$ cat src/pmfn_pkg.sv
`default_nettype none

package pmfn_pkg;

  localparam int TAPS_DEFAULT       = 101;
  localparam int PHASE_BITS_DEFAULT = 15;
  localparam int ROM_LEN            = 101;

  localparam int SAMPLE_W  = 16;
  localparam int CFG_W     = 15;
  localparam int CFG_IDX_W = 2;

  // register indexes on the configuration port
  localparam logic [CFG_IDX_W-1:0] REG_FREE_RUN_INCREMENT = 2'd0;
  localparam logic [CFG_IDX_W-1:0] REG_LOOP_GAIN          = 2'd1;

  localparam logic [CFG_W-1:0] FREE_RUN_RESET  = 15'd341;
  localparam logic [CFG_W-1:0] LOOP_GAIN_RESET = 15'd137;

  // sine polynomial constants, quarter-wave in Q15
  localparam logic [16:0] SIN_K1      = 17'd51472;
  localparam logic [16:0] SIN_K2      = 17'd21167;
  localparam logic [15:0] SIN_K3      = 16'd2611;
  localparam logic [13:0] SIN_QUARTER = 14'd8192;

  localparam logic signed [15:0] COEF_ROM [ROM_LEN] = '{
    16'sd46,  16'sd46,  16'sd48,  16'sd51,  16'sd54,  16'sd59,  16'sd65,  16'sd72,
    16'sd80,  16'sd89,  16'sd98,  16'sd109, 16'sd120, 16'sd133, 16'sd146, 16'sd160,
    16'sd174, 16'sd189, 16'sd205, 16'sd221, 16'sd238, 16'sd255, 16'sd272, 16'sd290,
    16'sd307, 16'sd325, 16'sd343, 16'sd361, 16'sd379, 16'sd396, 16'sd413, 16'sd430,
    16'sd447, 16'sd463, 16'sd479, 16'sd494, 16'sd508, 16'sd521, 16'sd534, 16'sd546,
    16'sd557, 16'sd568, 16'sd577, 16'sd585, 16'sd593, 16'sd599, 16'sd604, 16'sd608,
    16'sd611, 16'sd612, 16'sd613, 16'sd612, 16'sd611, 16'sd608, 16'sd604, 16'sd599,
    16'sd593, 16'sd585, 16'sd577, 16'sd568, 16'sd557, 16'sd546, 16'sd534, 16'sd521,
    16'sd508, 16'sd494, 16'sd479, 16'sd463, 16'sd447, 16'sd430, 16'sd413, 16'sd396,
    16'sd379, 16'sd361, 16'sd343, 16'sd325, 16'sd307, 16'sd290, 16'sd272, 16'sd255,
    16'sd238, 16'sd221, 16'sd205, 16'sd189, 16'sd174, 16'sd160, 16'sd146, 16'sd133,
    16'sd120, 16'sd109, 16'sd98,  16'sd89,  16'sd80,  16'sd72,  16'sd65,  16'sd59,
    16'sd54,  16'sd51,  16'sd48,  16'sd46,  16'sd46
  };

  typedef enum logic [3:0] {
    ST_IDLE,
    ST_DET_MUL,
    ST_DET_WR,
    ST_TAP_ISSUE,
    ST_TAP_DRAIN,
    ST_GAIN_MUL,
    ST_PHASE_UPD,
    ST_SIN_PREP,
    ST_SIN_UU,
    ST_SIN_U2C,
    ST_SIN_R1,
    ST_SIN_R2,
    ST_FINISH
  } ctl_state_t;

  typedef enum logic [2:0] {
    MUL_DET,
    MUL_TAP,
    MUL_GAIN,
    MUL_UU,
    MUL_U2C,
    MUL_R1,
    MUL_R2
  } mul_sel_t;

  typedef struct packed {
    logic     in_ready;
    logic     load;
    mul_sel_t mul_sel;
    logic     mul_en;
    logic     det_write;
    logic     tap_issue;
    logic     hist_step;
    logic     phase_upd;
    logic     sin_prep;
    logic     u2_latch;
    logic     finish;
  } ctl_cmd_t;

  typedef struct packed {
    logic last_issue;
    logic pipe_busy;
    logic out_busy;
  } ctl_stat_t;

  // coefficients past the table read as zero
  function automatic logic signed [15:0] coef_at(input logic [7:0] idx);
    if (idx < 8'(ROM_LEN)) begin
      return COEF_ROM[idx[6:0]];
    end else begin
      return 16'sd0;
    end
  endfunction

  // Q15 product: floor by 2^15, then saturate to 16 bits
  function automatic logic signed [15:0] qsat(input logic signed [35:0] p);
    logic signed [20:0] q;
    q = p[35:15];
    if (q > 21'sd32767) begin
      return 16'sh7fff;
    end else if (q < -21'sd32768) begin
      return 16'sh8000;
    end else begin
      return q[15:0];
    end
  endfunction

  function automatic logic signed [15:0] sat_add(input logic signed [15:0] a,
                                                 input logic signed [15:0] b);
    logic signed [16:0] s;
    s = {a[15], a} + {b[15], b};
    if (s > 17'sd32767) begin
      return 16'sh7fff;
    end else if (s < -17'sd32768) begin
      return 16'sh8000;
    end else begin
      return s[15:0];
    end
  endfunction

endpackage

`default_nettype wire

$ cat src/pmfn_if.sv
`default_nettype none

interface pmfn_sample_if;
  logic               valid;
  logic               ready;
  logic signed [15:0] sample_in;

  modport source (output valid, output sample_in, input ready);
  modport sink   (input valid, input sample_in, output ready);
endinterface

interface pmfn_result_if;
  logic               valid;
  logic               ready;
  logic signed [15:0] vco_sample;
  logic signed [15:0] error_sample;

  modport source (output valid, output vco_sample, output error_sample, input ready);
  modport sink   (input valid, input vco_sample, input error_sample, output ready);
endinterface

`default_nettype wire

$ cat src/pmfn_ctrl.sv
`default_nettype none

module pmfn_ctrl (
  input  logic                clk,
  input  logic                rst,
  input  logic                in_valid,
  input  pmfn_pkg::ctl_stat_t stat,
  output pmfn_pkg::ctl_cmd_t  cmd
);

  pmfn_pkg::ctl_state_t state, state_next;

  always_ff @(posedge clk) begin
    if (rst) begin
      state <= pmfn_pkg::ST_IDLE;
    end else begin
      state <= state_next;
    end
  end

  always_comb begin
    state_next  = state;
    cmd         = '0;
    cmd.mul_sel = pmfn_pkg::MUL_DET;
    unique case (state)
      pmfn_pkg::ST_IDLE: begin
        cmd.in_ready = 1'b1;
        if (in_valid) begin
          cmd.load   = 1'b1;
          state_next = pmfn_pkg::ST_DET_MUL;
        end
      end
      pmfn_pkg::ST_DET_MUL: begin
        cmd.mul_sel = pmfn_pkg::MUL_DET;
        cmd.mul_en  = 1'b1;
        state_next  = pmfn_pkg::ST_DET_WR;
      end
      pmfn_pkg::ST_DET_WR: begin
        cmd.det_write = 1'b1;
        state_next    = pmfn_pkg::ST_TAP_ISSUE;
      end
      pmfn_pkg::ST_TAP_ISSUE: begin
        cmd.mul_sel   = pmfn_pkg::MUL_TAP;
        cmd.tap_issue = 1'b1;
        if (stat.last_issue) begin
          state_next = pmfn_pkg::ST_TAP_DRAIN;
        end
      end
      pmfn_pkg::ST_TAP_DRAIN: begin
        // let the read and multiply stages empty into the sum
        cmd.mul_sel = pmfn_pkg::MUL_TAP;
        if (!stat.pipe_busy) begin
          state_next = pmfn_pkg::ST_GAIN_MUL;
        end
      end
      pmfn_pkg::ST_GAIN_MUL: begin
        cmd.mul_sel   = pmfn_pkg::MUL_GAIN;
        cmd.mul_en    = 1'b1;
        cmd.hist_step = 1'b1;
        state_next    = pmfn_pkg::ST_PHASE_UPD;
      end
      pmfn_pkg::ST_PHASE_UPD: begin
        cmd.phase_upd = 1'b1;
        state_next    = pmfn_pkg::ST_SIN_PREP;
      end
      pmfn_pkg::ST_SIN_PREP: begin
        cmd.sin_prep = 1'b1;
        state_next   = pmfn_pkg::ST_SIN_UU;
      end
      pmfn_pkg::ST_SIN_UU: begin
        cmd.mul_sel = pmfn_pkg::MUL_UU;
        cmd.mul_en  = 1'b1;
        state_next  = pmfn_pkg::ST_SIN_U2C;
      end
      pmfn_pkg::ST_SIN_U2C: begin
        cmd.mul_sel  = pmfn_pkg::MUL_U2C;
        cmd.mul_en   = 1'b1;
        cmd.u2_latch = 1'b1;
        state_next   = pmfn_pkg::ST_SIN_R1;
      end
      pmfn_pkg::ST_SIN_R1: begin
        cmd.mul_sel = pmfn_pkg::MUL_R1;
        cmd.mul_en  = 1'b1;
        state_next  = pmfn_pkg::ST_SIN_R2;
      end
      pmfn_pkg::ST_SIN_R2: begin
        cmd.mul_sel = pmfn_pkg::MUL_R2;
        cmd.mul_en  = 1'b1;
        state_next  = pmfn_pkg::ST_FINISH;
      end
      pmfn_pkg::ST_FINISH: begin
        // hold until the output register is free
        if (!stat.out_busy) begin
          cmd.finish = 1'b1;
          state_next = pmfn_pkg::ST_IDLE;
        end
      end
      default: begin
        state_next = pmfn_pkg::ST_IDLE;
      end
    endcase
  end

endmodule

`default_nettype wire

$ cat src/pmfn_datapath.sv
`default_nettype none

module pmfn_datapath #(
  parameter int TAPS       = pmfn_pkg::TAPS_DEFAULT,
  parameter int PHASE_BITS = pmfn_pkg::PHASE_BITS_DEFAULT
) (
  input  logic                             clk,
  input  logic                             rst,
  input  logic signed [15:0]               sample_in,
  input  logic                             cfg_we,
  input  logic [pmfn_pkg::CFG_IDX_W-1:0]   cfg_index,
  input  logic [pmfn_pkg::CFG_W-1:0]       cfg_data,
  input  pmfn_pkg::ctl_cmd_t               cmd,
  output pmfn_pkg::ctl_stat_t              stat,
  pmfn_result_if.source                    result_ch
);

  localparam int AW    = $clog2(TAPS);
  localparam int SHIFT = 15 - PHASE_BITS;
  localparam logic [AW-1:0] LAST = AW'(TAPS - 1);
  localparam logic signed [17:0] PMASK = 18'((1 << PHASE_BITS) - 1);

  logic [pmfn_pkg::CFG_W-1:0] free_inc;
  logic [pmfn_pkg::CFG_W-1:0] loop_gain;

  logic signed [15:0] sample_q;
  logic signed [15:0] last_vco;
  logic signed [15:0] acc;
  logic [AW-1:0]      hist_idx;
  logic [AW-1:0]      rd_addr;
  logic [AW-1:0]      tap_cnt;

  logic signed [15:0] hist_mem [TAPS];
  logic [TAPS-1:0]    hist_vld;
  logic signed [15:0] rdata_q;
  logic               rvld_q;
  logic signed [15:0] coef_q;
  logic               v1, v2;

  logic signed [35:0] prod_q;
  logic signed [17:0] mul_a, mul_b;
  logic               mul_fire;

  logic [PHASE_BITS-1:0] phase_off;
  logic [PHASE_BITS-1:0] phase_acc;
  logic [15:0]           u_q;
  logic [15:0]           u2_q;
  logic [1:0]            quad_q;

  logic               out_valid;
  logic signed [15:0] vco_q;
  logic signed [15:0] err_q;

  logic signed [15:0] det;
  logic signed [15:0] gain_term;
  logic signed [17:0] ph, ph1, ph2;
  logic [PHASE_BITS-1:0] phase_sum;
  logic [14:0]        phase15;
  logic [13:0]        tfold;
  logic [16:0]        r1, r2;
  logic [16:0]        y_raw;
  logic signed [15:0] y_sat;
  logic signed [15:0] vco_new;

  assign det       = pmfn_pkg::qsat(prod_q);
  assign gain_term = pmfn_pkg::qsat(prod_q);

  // shared multiplier operand select
  always_comb begin
    r1 = pmfn_pkg::SIN_K2 - prod_q[31:15];
    r2 = pmfn_pkg::SIN_K1 - prod_q[31:15];
    unique case (cmd.mul_sel)
      pmfn_pkg::MUL_DET: begin
        mul_a = {{2{sample_q[15]}}, sample_q};
        mul_b = {{2{last_vco[15]}}, last_vco};
      end
      pmfn_pkg::MUL_TAP: begin
        mul_a = rvld_q ? {{2{rdata_q[15]}}, rdata_q} : 18'sd0;
        mul_b = {{2{coef_q[15]}}, coef_q};
      end
      pmfn_pkg::MUL_GAIN: begin
        mul_a = {{2{acc[15]}}, acc};
        mul_b = {3'b000, loop_gain};
      end
      pmfn_pkg::MUL_UU: begin
        mul_a = {2'b00, u_q};
        mul_b = {2'b00, u_q};
      end
      pmfn_pkg::MUL_U2C: begin
        mul_a = {2'b00, prod_q[30:15]};
        mul_b = {2'b00, pmfn_pkg::SIN_K3};
      end
      pmfn_pkg::MUL_R1: begin
        mul_a = {2'b00, u2_q};
        mul_b = {1'b0, r1};
      end
      pmfn_pkg::MUL_R2: begin
        mul_a = {2'b00, u_q};
        mul_b = {1'b0, r2};
      end
      default: begin
        mul_a = 18'sd0;
        mul_b = 18'sd0;
      end
    endcase
    mul_fire = (cmd.mul_sel == pmfn_pkg::MUL_TAP) ? v1 : cmd.mul_en;
  end

  // phase offset update with single wrap, then mask
  always_comb begin
    ph  = $signed({{2{gain_term[15]}}, gain_term}) + $signed(18'(phase_off));
    ph1 = (ph > PMASK) ? ph - PMASK : ph;
    ph2 = (ph1 < 18'sd0) ? ph1 + PMASK : ph1;
  end

  // quarter-wave fold of the sine phase
  always_comb begin
    phase_sum = phase_acc + phase_off;
    phase15   = 15'(phase_sum) << SHIFT;
    tfold     = phase15[13] ? pmfn_pkg::SIN_QUARTER - {1'b0, phase15[12:0]}
                            : {1'b0, phase15[12:0]};
  end

  always_comb begin
    y_raw   = prod_q[31:15];
    y_sat   = (y_raw > 17'd32767) ? 16'sh7fff : $signed(y_raw[15:0]);
    vco_new = quad_q[1] ? -y_sat : y_sat;
  end

  // control state and state that the loop carries across items
  always_ff @(posedge clk) begin
    if (rst) begin
      free_inc  <= pmfn_pkg::FREE_RUN_RESET;
      loop_gain <= pmfn_pkg::LOOP_GAIN_RESET;
      hist_idx  <= '0;
      hist_vld  <= '0;
      last_vco  <= 16'sd0;
      phase_off <= '0;
      phase_acc <= '0;
      v1        <= 1'b0;
      v2        <= 1'b0;
      out_valid <= 1'b0;
    end else begin
      if (cfg_we) begin
        if (cfg_index == pmfn_pkg::REG_FREE_RUN_INCREMENT) begin
          free_inc <= cfg_data;
        end else if (cfg_index == pmfn_pkg::REG_LOOP_GAIN) begin
          loop_gain <= cfg_data;
        end
      end
      if (cmd.det_write) begin
        hist_vld[hist_idx] <= 1'b1;
      end
      if (cmd.hist_step) begin
        hist_idx <= (hist_idx == '0) ? LAST : hist_idx - 1'b1;
      end
      if (cmd.phase_upd) begin
        phase_off <= ph2[PHASE_BITS-1:0];
        phase_acc <= phase_acc + free_inc[PHASE_BITS-1:0];
      end
      v1 <= cmd.tap_issue;
      v2 <= v1;
      if (cmd.finish) begin
        last_vco  <= vco_new;
        out_valid <= 1'b1;
      end else if (result_ch.ready) begin
        out_valid <= 1'b0;
      end
    end
  end

  // delay line memory and tap read stage
  always_ff @(posedge clk) begin
    if (cmd.det_write) begin
      hist_mem[hist_idx] <= det;
    end
    if (cmd.tap_issue) begin
      rdata_q <= hist_mem[rd_addr];
      rvld_q  <= hist_vld[rd_addr];
      coef_q  <= pmfn_pkg::coef_at(8'(tap_cnt));
    end
  end

  // payload registers
  always_ff @(posedge clk) begin
    if (cmd.load) begin
      sample_q <= sample_in;
    end
    if (mul_fire) begin
      prod_q <= mul_a * mul_b;
    end
    if (cmd.det_write) begin
      rd_addr <= hist_idx;
      tap_cnt <= '0;
      acc     <= 16'sd0;
    end else begin
      if (cmd.tap_issue) begin
        rd_addr <= (rd_addr == LAST) ? '0 : rd_addr + 1'b1;
        tap_cnt <= tap_cnt + 1'b1;
      end
      if (v2) begin
        acc <= pmfn_pkg::sat_add(acc, pmfn_pkg::qsat(prod_q));
      end
    end
    if (cmd.sin_prep) begin
      u_q    <= {tfold, 2'b00};
      quad_q <= phase15[14:13];
    end
    if (cmd.u2_latch) begin
      u2_q <= prod_q[30:15];
    end
    if (cmd.finish) begin
      vco_q <= vco_new;
      err_q <= acc;
    end
  end

  assign stat.last_issue = (tap_cnt == LAST);
  assign stat.pipe_busy  = v1 | v2;
  assign stat.out_busy   = out_valid & ~result_ch.ready;

  assign result_ch.valid        = out_valid;
  assign result_ch.vco_sample   = vco_q;
  assign result_ch.error_sample = err_q;

endmodule

`default_nettype wire

$ cat src/pll_mixer_fir_nco_core.sv
// The single shared multiplier first forms the detector product, then walks the delay
// line one tap per cycle, then runs the gain and four sine products. A new sample is
// taken only once the previous one is through and the control is back in idle.
// A finished result waits in the output register while the next sample is taken.
// Reset (rst, synchronous): delay line reads as zero, loop state cleared,
// increment 341 and loop gain 137; no clearing pass.
`default_nettype none

module pll_mixer_fir_nco_core #(
  parameter int TAPS       = pmfn_pkg::TAPS_DEFAULT,
  parameter int PHASE_BITS = pmfn_pkg::PHASE_BITS_DEFAULT
) (
  input  logic                           clk,
  input  logic                           rst,
  pmfn_sample_if.sink                    sample_ch,
  pmfn_result_if.source                  result_ch,
  input  logic                           cfg_we,
  input  logic [pmfn_pkg::CFG_IDX_W-1:0] cfg_index,
  input  logic [pmfn_pkg::CFG_W-1:0]     cfg_data
);

  pmfn_pkg::ctl_cmd_t  cmd;
  pmfn_pkg::ctl_stat_t stat;

  assign sample_ch.ready = cmd.in_ready;

  pmfn_ctrl u_ctrl (
    .clk      (clk),
    .rst      (rst),
    .in_valid (sample_ch.valid),
    .stat     (stat),
    .cmd      (cmd)
  );

  pmfn_datapath #(
    .TAPS       (TAPS),
    .PHASE_BITS (PHASE_BITS)
  ) u_datapath (
    .clk       (clk),
    .rst       (rst),
    .sample_in (sample_ch.sample_in),
    .cfg_we    (cfg_we),
    .cfg_index (cfg_index),
    .cfg_data  (cfg_data),
    .cmd       (cmd),
    .stat      (stat),
    .result_ch (result_ch)
  );

endmodule

`default_nettype wire

$ cat src/flat_wrapper.sv
// flat-port wrapper written by rule: the top's interface ports become plain ports
module pll_mixer_fir_nco_core_flat 
#(
  parameter int TAPS       = pmfn_pkg::TAPS_DEFAULT,
  parameter int PHASE_BITS = pmfn_pkg::PHASE_BITS_DEFAULT
)
  (clk, rst, cfg_we, cfg_index, cfg_data, sample_ch_valid, sample_ch_sample_in, sample_ch_ready, result_ch_valid, result_ch_vco_sample, result_ch_error_sample, result_ch_ready);
  pmfn_sample_if sample_ch_i ();
  pmfn_result_if result_ch_i ();
  input  logic clk;
  input  logic rst;
  input  logic cfg_we;
  input  logic [pmfn_pkg::CFG_IDX_W-1:0] cfg_index;
  input  logic [pmfn_pkg::CFG_W-1:0] cfg_data;
  input wire logic [$bits(sample_ch_i.valid)-1:0] sample_ch_valid;
  input wire logic [$bits(sample_ch_i.sample_in)-1:0] sample_ch_sample_in;
  output wire logic [$bits(sample_ch_i.ready)-1:0] sample_ch_ready;
  output wire logic [$bits(result_ch_i.valid)-1:0] result_ch_valid;
  output wire logic [$bits(result_ch_i.vco_sample)-1:0] result_ch_vco_sample;
  output wire logic [$bits(result_ch_i.error_sample)-1:0] result_ch_error_sample;
  input wire logic [$bits(result_ch_i.ready)-1:0] result_ch_ready;
  assign sample_ch_i.valid = sample_ch_valid;
  assign sample_ch_i.sample_in = sample_ch_sample_in;
  assign sample_ch_ready = sample_ch_i.ready;
  assign result_ch_valid = result_ch_i.valid;
  assign result_ch_vco_sample = result_ch_i.vco_sample;
  assign result_ch_error_sample = result_ch_i.error_sample;
  assign result_ch_i.ready = result_ch_ready;
  pll_mixer_fir_nco_core #(.TAPS(TAPS), .PHASE_BITS(PHASE_BITS)) u_core (.clk(clk), .rst(rst), .sample_ch(sample_ch_i), .result_ch(result_ch_i), .cfg_we(cfg_we), .cfg_index(cfg_index), .cfg_data(cfg_data));
endmodule
$ cat config.mk
export PLATFORM = sky130hd
export DESIGN_NAME = pll_mixer_fir_nco_core_flat
export DESIGN_NICKNAME = d
export VERILOG_FILES = /design/src/pmfn_pkg.sv /design/src/pmfn_if.sv /design/src/pmfn_ctrl.sv /design/src/pmfn_datapath.sv /design/src/pll_mixer_fir_nco_core.sv /design/src/flat_wrapper.sv
export SDC_FILE = /design/constraint.sdc
export NUM_CORES = 2
export LEC_CHECK = 0
export BUFFER_PORTS_ARGS = -buffer_cell sky130_fd_sc_hd__buf_4
export CORE_MARGIN = 4
export CORE_UTILIZATION = 45
export CTS_CLUSTER_SIZE = 14
export DETAILED_ROUTE_END_ITERATION = 7
export PLACE_DENSITY = 0.58
export SLEW_MARGIN = 10
export SYNTH_ARGS = -nofsm -noshare
export SYNTH_HDL_FRONTEND = slang
export SYNTH_SLANG_ARGS = --single-unit
$ cat constraint.sdc
create_clock -name clk -period 9.3 [get_ports clk]
set_clock_uncertainty 0.15 [all_clocks]
set_input_delay 1.395 -clock clk [delete_from_list [all_inputs] [get_ports clk]]
set_output_delay 1.395 -clock clk [all_outputs]
set_load 0.05 [all_outputs]
# == Yosys cells after proc, flatten, opt, wreduce, memory -nomap -nowiden ==
# Memories as Yosys holds them, arrays and structs flattened. A register that Yosys moved wholly into a read port is not among the register bits.
# Index checks and enable logic that the tools add are counted.
# Widths: inputs -> output; s select.
# totals
regBits,338
ram_bits,1616
romBits,2048
input_bits,38
output_inout_bits,34
wordCells,139
memories,2
# classes
addsub,13
n_mul,1
order_cmp,11
n_eq_ne,25
muxes,44
bitwise,6
reduce_logical,14
# mem_list
memory,words,width,read_ports,rd_ports_with_merged_regs,wr,line,text
(no name shown),128,16,1,1,0,pmfn_pkg.sv:91,return COEF_ROM[idx[6:0]];
u_core.u_datapath.hist_mem,101,16,1,1,1,pmfn_datapath.sv:33,logic signed [15:0] hist_mem [TAPS];
# ops
op,count
$mux 16,8
$pmux 18 s7,1
$pmux 18 s6,1
$or 101x101->101,1
$pmux 4 s13,1
$mul 18x18->36,1
$mux 18,2
$add 16x16->17,2
$gt 17x16->1 const B,2
$add 15x15->15,2
$mux 7,4
$gt 21x16->1 const B,1
$lt 21x16->1 const B,1
$eq 4x4->1 const B,5
$lt 18x1->1 const B,1
$pmux 3 s6,1
$sub 17x16->18 const B,1
$gt 17x15->1 const B,1
$lt 17x16->1 const B,1
$mux 1,17
$sub 15x17->17 const A,1
$sub 16x17->17 const A,1
$eq 4x3->1 const B,4
$lt 7x8->1 const B,2
other kinds (38),52

# == Logic depth before layout (Yosys ltp) ==
# depth
depth_word,9
mapped_depth,35
depth_no_buf,34

# == By module ==
# Synthesis repeated with hierarchy kept, for this count alone.
# hier_totals
cells_unflattened,6011
area_unflattened_um2,92760.2
# modules_own_cells
mod,n_inst,cells_each,area_each_um2,seq_area_each_um2
pmfn_datapath,1,5959,92379.8,56754.4
pmfn_ctrl,1,52,380.4,80.1

# == Worst setup path after synthesis ==
# OpenSTA, ideal clock, no wires.
# synth_timing
path_type,reg-to-reg
start,register u_core.u_ctrl.state[2]
end,register u_core.u_datapath.prod_q[32] (data pin)
setup_ns,0.259
arrival_ns,7.703
required_ns,8.891
slack_ns,1.188
path_stages_with_launch,30
n_path_buf,2
period_less_slack_ns,8.112
path_cell_list,dfxtp_1 -> nand2b_1 -> buf_2 -> nor2_1 -> clkbuf_1 -> a222oi_1 -> nand2_1 -> a221oi_1 -> nor2_1 -> fa_1 -> inv_1 -> fa_1 -> inv_1 -> fa_1 -> fa_1 -> fa_1 -> inv_1 -> fa_1 -> inv_1 -> ha_1 -> and4_1 -> a221o_1 -> nand2_1 -> nand3_1 -> o211ai_2 -> a21oi_2 -> a211o_1 -> a21o_1 -> a21oi_1 -> xnor2_1
# synth_between
elab_chain_cells,7
elab_cells_between_ends,20
classes_between,mul (1); eq/ne (13); mux (3); reduce/logical (3)
# synth_lines
item,line,text
from (decl),pmfn_ctrl.sv:11,"pmfn_pkg::ctl_state_t state, state_next;"
from (signal assigned),pmfn_ctrl.sv:15,state <= pmfn_pkg::ST_IDLE;
from (signal assigned),pmfn_ctrl.sv:17,state <= state_next;
$eq 4x3->1 / $eq 4x2->1 (equally long branches),pmfn_ctrl.sv:25,unique case (state)
$reduce_or 2->1 (no line),--,
$pmux 3 s6 *,pmfn_ctrl.sv:25,
$eq 3x3->1 / $eq 3x2->1 (equally long branches),pmfn_datapath.sv:72,unique case (cmd.mul_sel)
$reduce_or 2->1 (no line),--,
$pmux 18 s6,pmfn_datapath.sv:72,
$mul 18x18->36 *,pmfn_datapath.sv:190,prod_q <= mul_a * mul_b;
to (signal assigned),pmfn_datapath.sv:190,
to (decl),pmfn_datapath.sv:40,logic signed [35:0] prod_q;
# Mark *: on every way between the ends. The rest lies on a longest branch, timed or not.
# A chain may end at the register's enable or synchronous reset.

# == Final worst setup path ==
# layout_timing
start,register u_core.u_datapath.prod_q[15]
end,register u_core.u_datapath.prod_q[35] (data pin)
# layout_between
elab_chain_cells,3
elab_cells_between_ends,5
classes_between,add/sub (2); mul (1); mux (2)
# layout_lines
item,line
$sub 16x17->17 / $sub 15x17->17 (equally long branches),"pmfn_datapath.sv:71, pmfn_datapath.sv:70"
$pmux 18 s7,pmfn_datapath.sv:72
$mul 18x18->36 *,pmfn_datapath.sv:190
# Marked as above.

==> results.txt <==
die area = 212000 sq um
Req. time, crit path = 9.72 ns
vias in the first global route = 52.6k
Initial Util = 0.454
setup violators final = 0
Pwr Total = 23.2 mW
peak supply drop = 0.215 mV
Worst-Margin Slew = 1.38 ns
Crit-path slowest cell = o21ai_0
mux cell area share after synthesis = 0.138
worst hold path class = reg2reg
fin nets = 6582
EDFF count, synth = 1750
DRC violations left = 7
Top FF cell, synth = edfxtp_1
Sink Count = 1964
syn_area_per_cell = 15.8 sq um
first-pass GRT wire length = 363000 um
Top Ports = 72
Worst Setup Path Type = reg2reg
Global Route Usage Sum = 0.233
final period utilization = 0.952
CTS Hold Buffers Added = 0
initial antenna violation count = 8
Post-Synth Simple-Gate Area = 0.0564
largest net degree at the start of global routing = 141
slowest stage delay, CP = 0.70 ns
endpoints failing hold = 0
#FFs+latches synth = 1964
DP HPWL = 158000 um
crit-path max FO = 10
worst hold slack = 0.309 ns
Clock Latency Late Sink = 0.86 ns
post-DR vias/cell = 5.84
Final GP Congestion = 0.959
total number of vias = 51.9k
Tmin final = 8.85 ns
WP buf/inv = 6
FMAX = 113 MHz
Critical Path Source Type = flip-flop
TritonCTS buffer count = 201
Seq/Total Area, Yosys = 0.617
violated checks = design-rule violations
Post-Syn Instances = 5835
drt pass-1 iters = 8
Core Box Area = 203000 sq um
Worst Setup SP = u_core.u_datapath.prod_q[15]
H-tree depth = 4
Setup TNS = 0 ns
Async SR Flop Fraction = 0
max cap viols = 0
Compound-Gate Fraction of Synth Area = 0.0510
Reg-to-Reg Start = u_core.u_datapath.prod_q[15]
CP delay by family, top = adder cells
Root Buffer = clkbuf_16
post-DR wirelength/cell = 27.7 um
Yosys cell types = 94
syn nets = 6370
Post-Synth Adder-Cell Area = 0.0937
largest family of logic cells by synthesized area = multiplexers
WL final = 246000 um
CTS tree = yes
Die W = 460 um
XOR/XNOR Fraction of Synth Area = 0.0131
post-CTS resize count = 0
Slew Viols, Final = 0
Cell Rows = 165
Bufs on Longest Clock Path = 3
CTS clock-pin slew for the worst setup and hold paths = 0.06 ns
Crit path top cell by count = fa_1
crit end category = flip-flop
max_slew headroom = 0.0747
Arrival @ worst endpoint = 9.27 ns
Detailed Route Iter0 Violations = 5394
outcome = finished with violations
Pwr Density = 224 nW/um^2
post-CTS setup buffers = 0
layout overhead on the synthesized area = 12.6%
synthesized cell area = 92100 sq um
Pleak = 36.3 nW
fraction of layout cells with a size suffix above 1 = 0.211
IO Port Bufs = 71
Overflow after GRT = 0
die height = 460 um
Routed Antenna Nets = 0
RSZ-0062 raised after global routing = false
warnings from Yosys = 0
Hold Path Origin = u_core.u_datapath.hist_vld[62]
## report_power, final
part	internal [mW]	switching [mW]	total [mW]	leakage (nW)
logic	1.46	3.03	4.49	15.5
clock network	4.55	3.46	8.02	3.20
registers	10.6	0.166	10.7	17.6
## state kept, by name, summed over array words and instances (netlist names), 10 cells and up
register / cells
u_core.u_datapath.sample_q: 16
u_core.u_datapath.phase_acc: 15
u_core.u_datapath.hist_vld: 101
u_core.u_datapath.loop_gain: 15
u_core.u_datapath.acc: 16
u_core.u_datapath.rdata_q: 16
u_core.u_datapath.prod_q: 21
u_core.u_datapath.u_q: 14
u_core.u_datapath.u2_q: 16
u_core.u_datapath.result_ch.error_sample: 16
u_core.u_datapath.last_vco: 16
u_core.u_datapath.phase_off: 15
u_core.u_datapath.free_inc: 15
u_core.u_datapath.coef_q: 10
u_core.u_datapath.hist_mem: 1616
u_core.u_datapath.result_ch.vco_sample: 16
## worst paths after layout
check	depth (start not counted)	slack, ns	to
setup reg to reg	30	0.45	u_core.u_datapath.prod_q[35]
hold reg to reg	1	0.31	u_core.u_datapath.hist_vld[62]
hold / removal	1	0.31	u_core.u_datapath.hist_vld[62]
setup / recovery	30	0.45	u_core.u_datapath.prod_q[35]
## cell type report
cell class | instances | area, sq um
tap | 2672 | 3340
antenna | 3 | 7.51
timing repair buffer | 320 | 2460
sequential | 1964 | 56800
fill | 16600 | 99300
clock inverter | 120 | 1240
multi-input combinational | 3139 | 32900
clock buffer | 255 | 5370
inverter | 421 | 1580
## cells in the mapped netlist, types with 31 or more instances
cell | n | share of area
a211oi_1 | 40 | 0.0033
a21o_1 | 31 | 0.0025
a21oi_1 | 186 | 0.010
buf_1 | 32 | 0.0013
buf_2 | 68 | 0.0037
clkbuf_1 | 210 | 0.0086
dfxtp_1 | 214 | 0.047
edfxtp_1 | 1750 | 0.57
fa_1 | 322 | 0.070
ha_1 | 175 | 0.024
inv_1 | 419 | 0.017
mux2i_1 | 76 | 0.0083
mux4_2 | 523 | 0.13
nand2_1 | 385 | 0.016
nand3_1 | 54 | 0.0029
nor2_1 | 531 | 0.022
nor3_1 | 45 | 0.0024
o21a_1 | 82 | 0.0067
o21ai_0 | 113 | 0.0061
o22ai_1 | 33 | 0.0022
xnor2_1 | 92 | 0.0087
xor2_1 | 42 | 0.0040
## cells in the final DEF (no fill, tap or decap), types with 17 or more instances in the layout
cell type and instances:
clkbuf_1 43, clkbuf_16 203, nand2_1 385, xor2_1 42
clkinv_2 41, a211oi_1 40, inv_1 419, fa_1 322
a31oi_1 18, ha_1 175, nor2_2 78, o22ai_1 33
xnor2_1 92, a21oi_1 185, mux4_2 523, a221o_1 20
edfxtp_1 1750, nor3_1 44, a221oi_1 22, nor2_1 448
clkinv_1 33, o21ai_0 113, buf_4 315, nand2b_1 27
dfxtp_1 213, nand3_1 54, a21o_1 31, nor2b_1 29
mux2i_1 76, a222oi_1 27, o21a_1 67, a311oi_1 17
or2_2 17
## metal layers
metal	vias to the layer above	share of wire	track usage
met3	339	0.061	0.0364
met1	27400	0.42	0.325
li1	22400	-	-
met4	2	0.026	0.0626
met5	-	0.000053	0
met2	1703	0.49	0.385
## metrics by stage
stage          setup slack [ns]  instances   util  instance area, sq um
4_1_cts                   0.492       8891  0.511                104000
3_3_place_gp              0.620       8516  0.478                 97100
3_5_place_dp              0.483       8516  0.478                 97100
2_1_floorplan              1.19       5835      -                 92100
6_report                  0.450       8894  0.511                104000
5_1_grt                  0.0522       8892  0.511                104000
## cell families after synthesis
logic type,count (synthesis)
compound gates,695
simple gates,1197
fa+ha+maj,497
mux,614
buf+inv,732
flops,1964
xor+xnor,136
No activity file was read; power rests on OpenSTA's default activity.
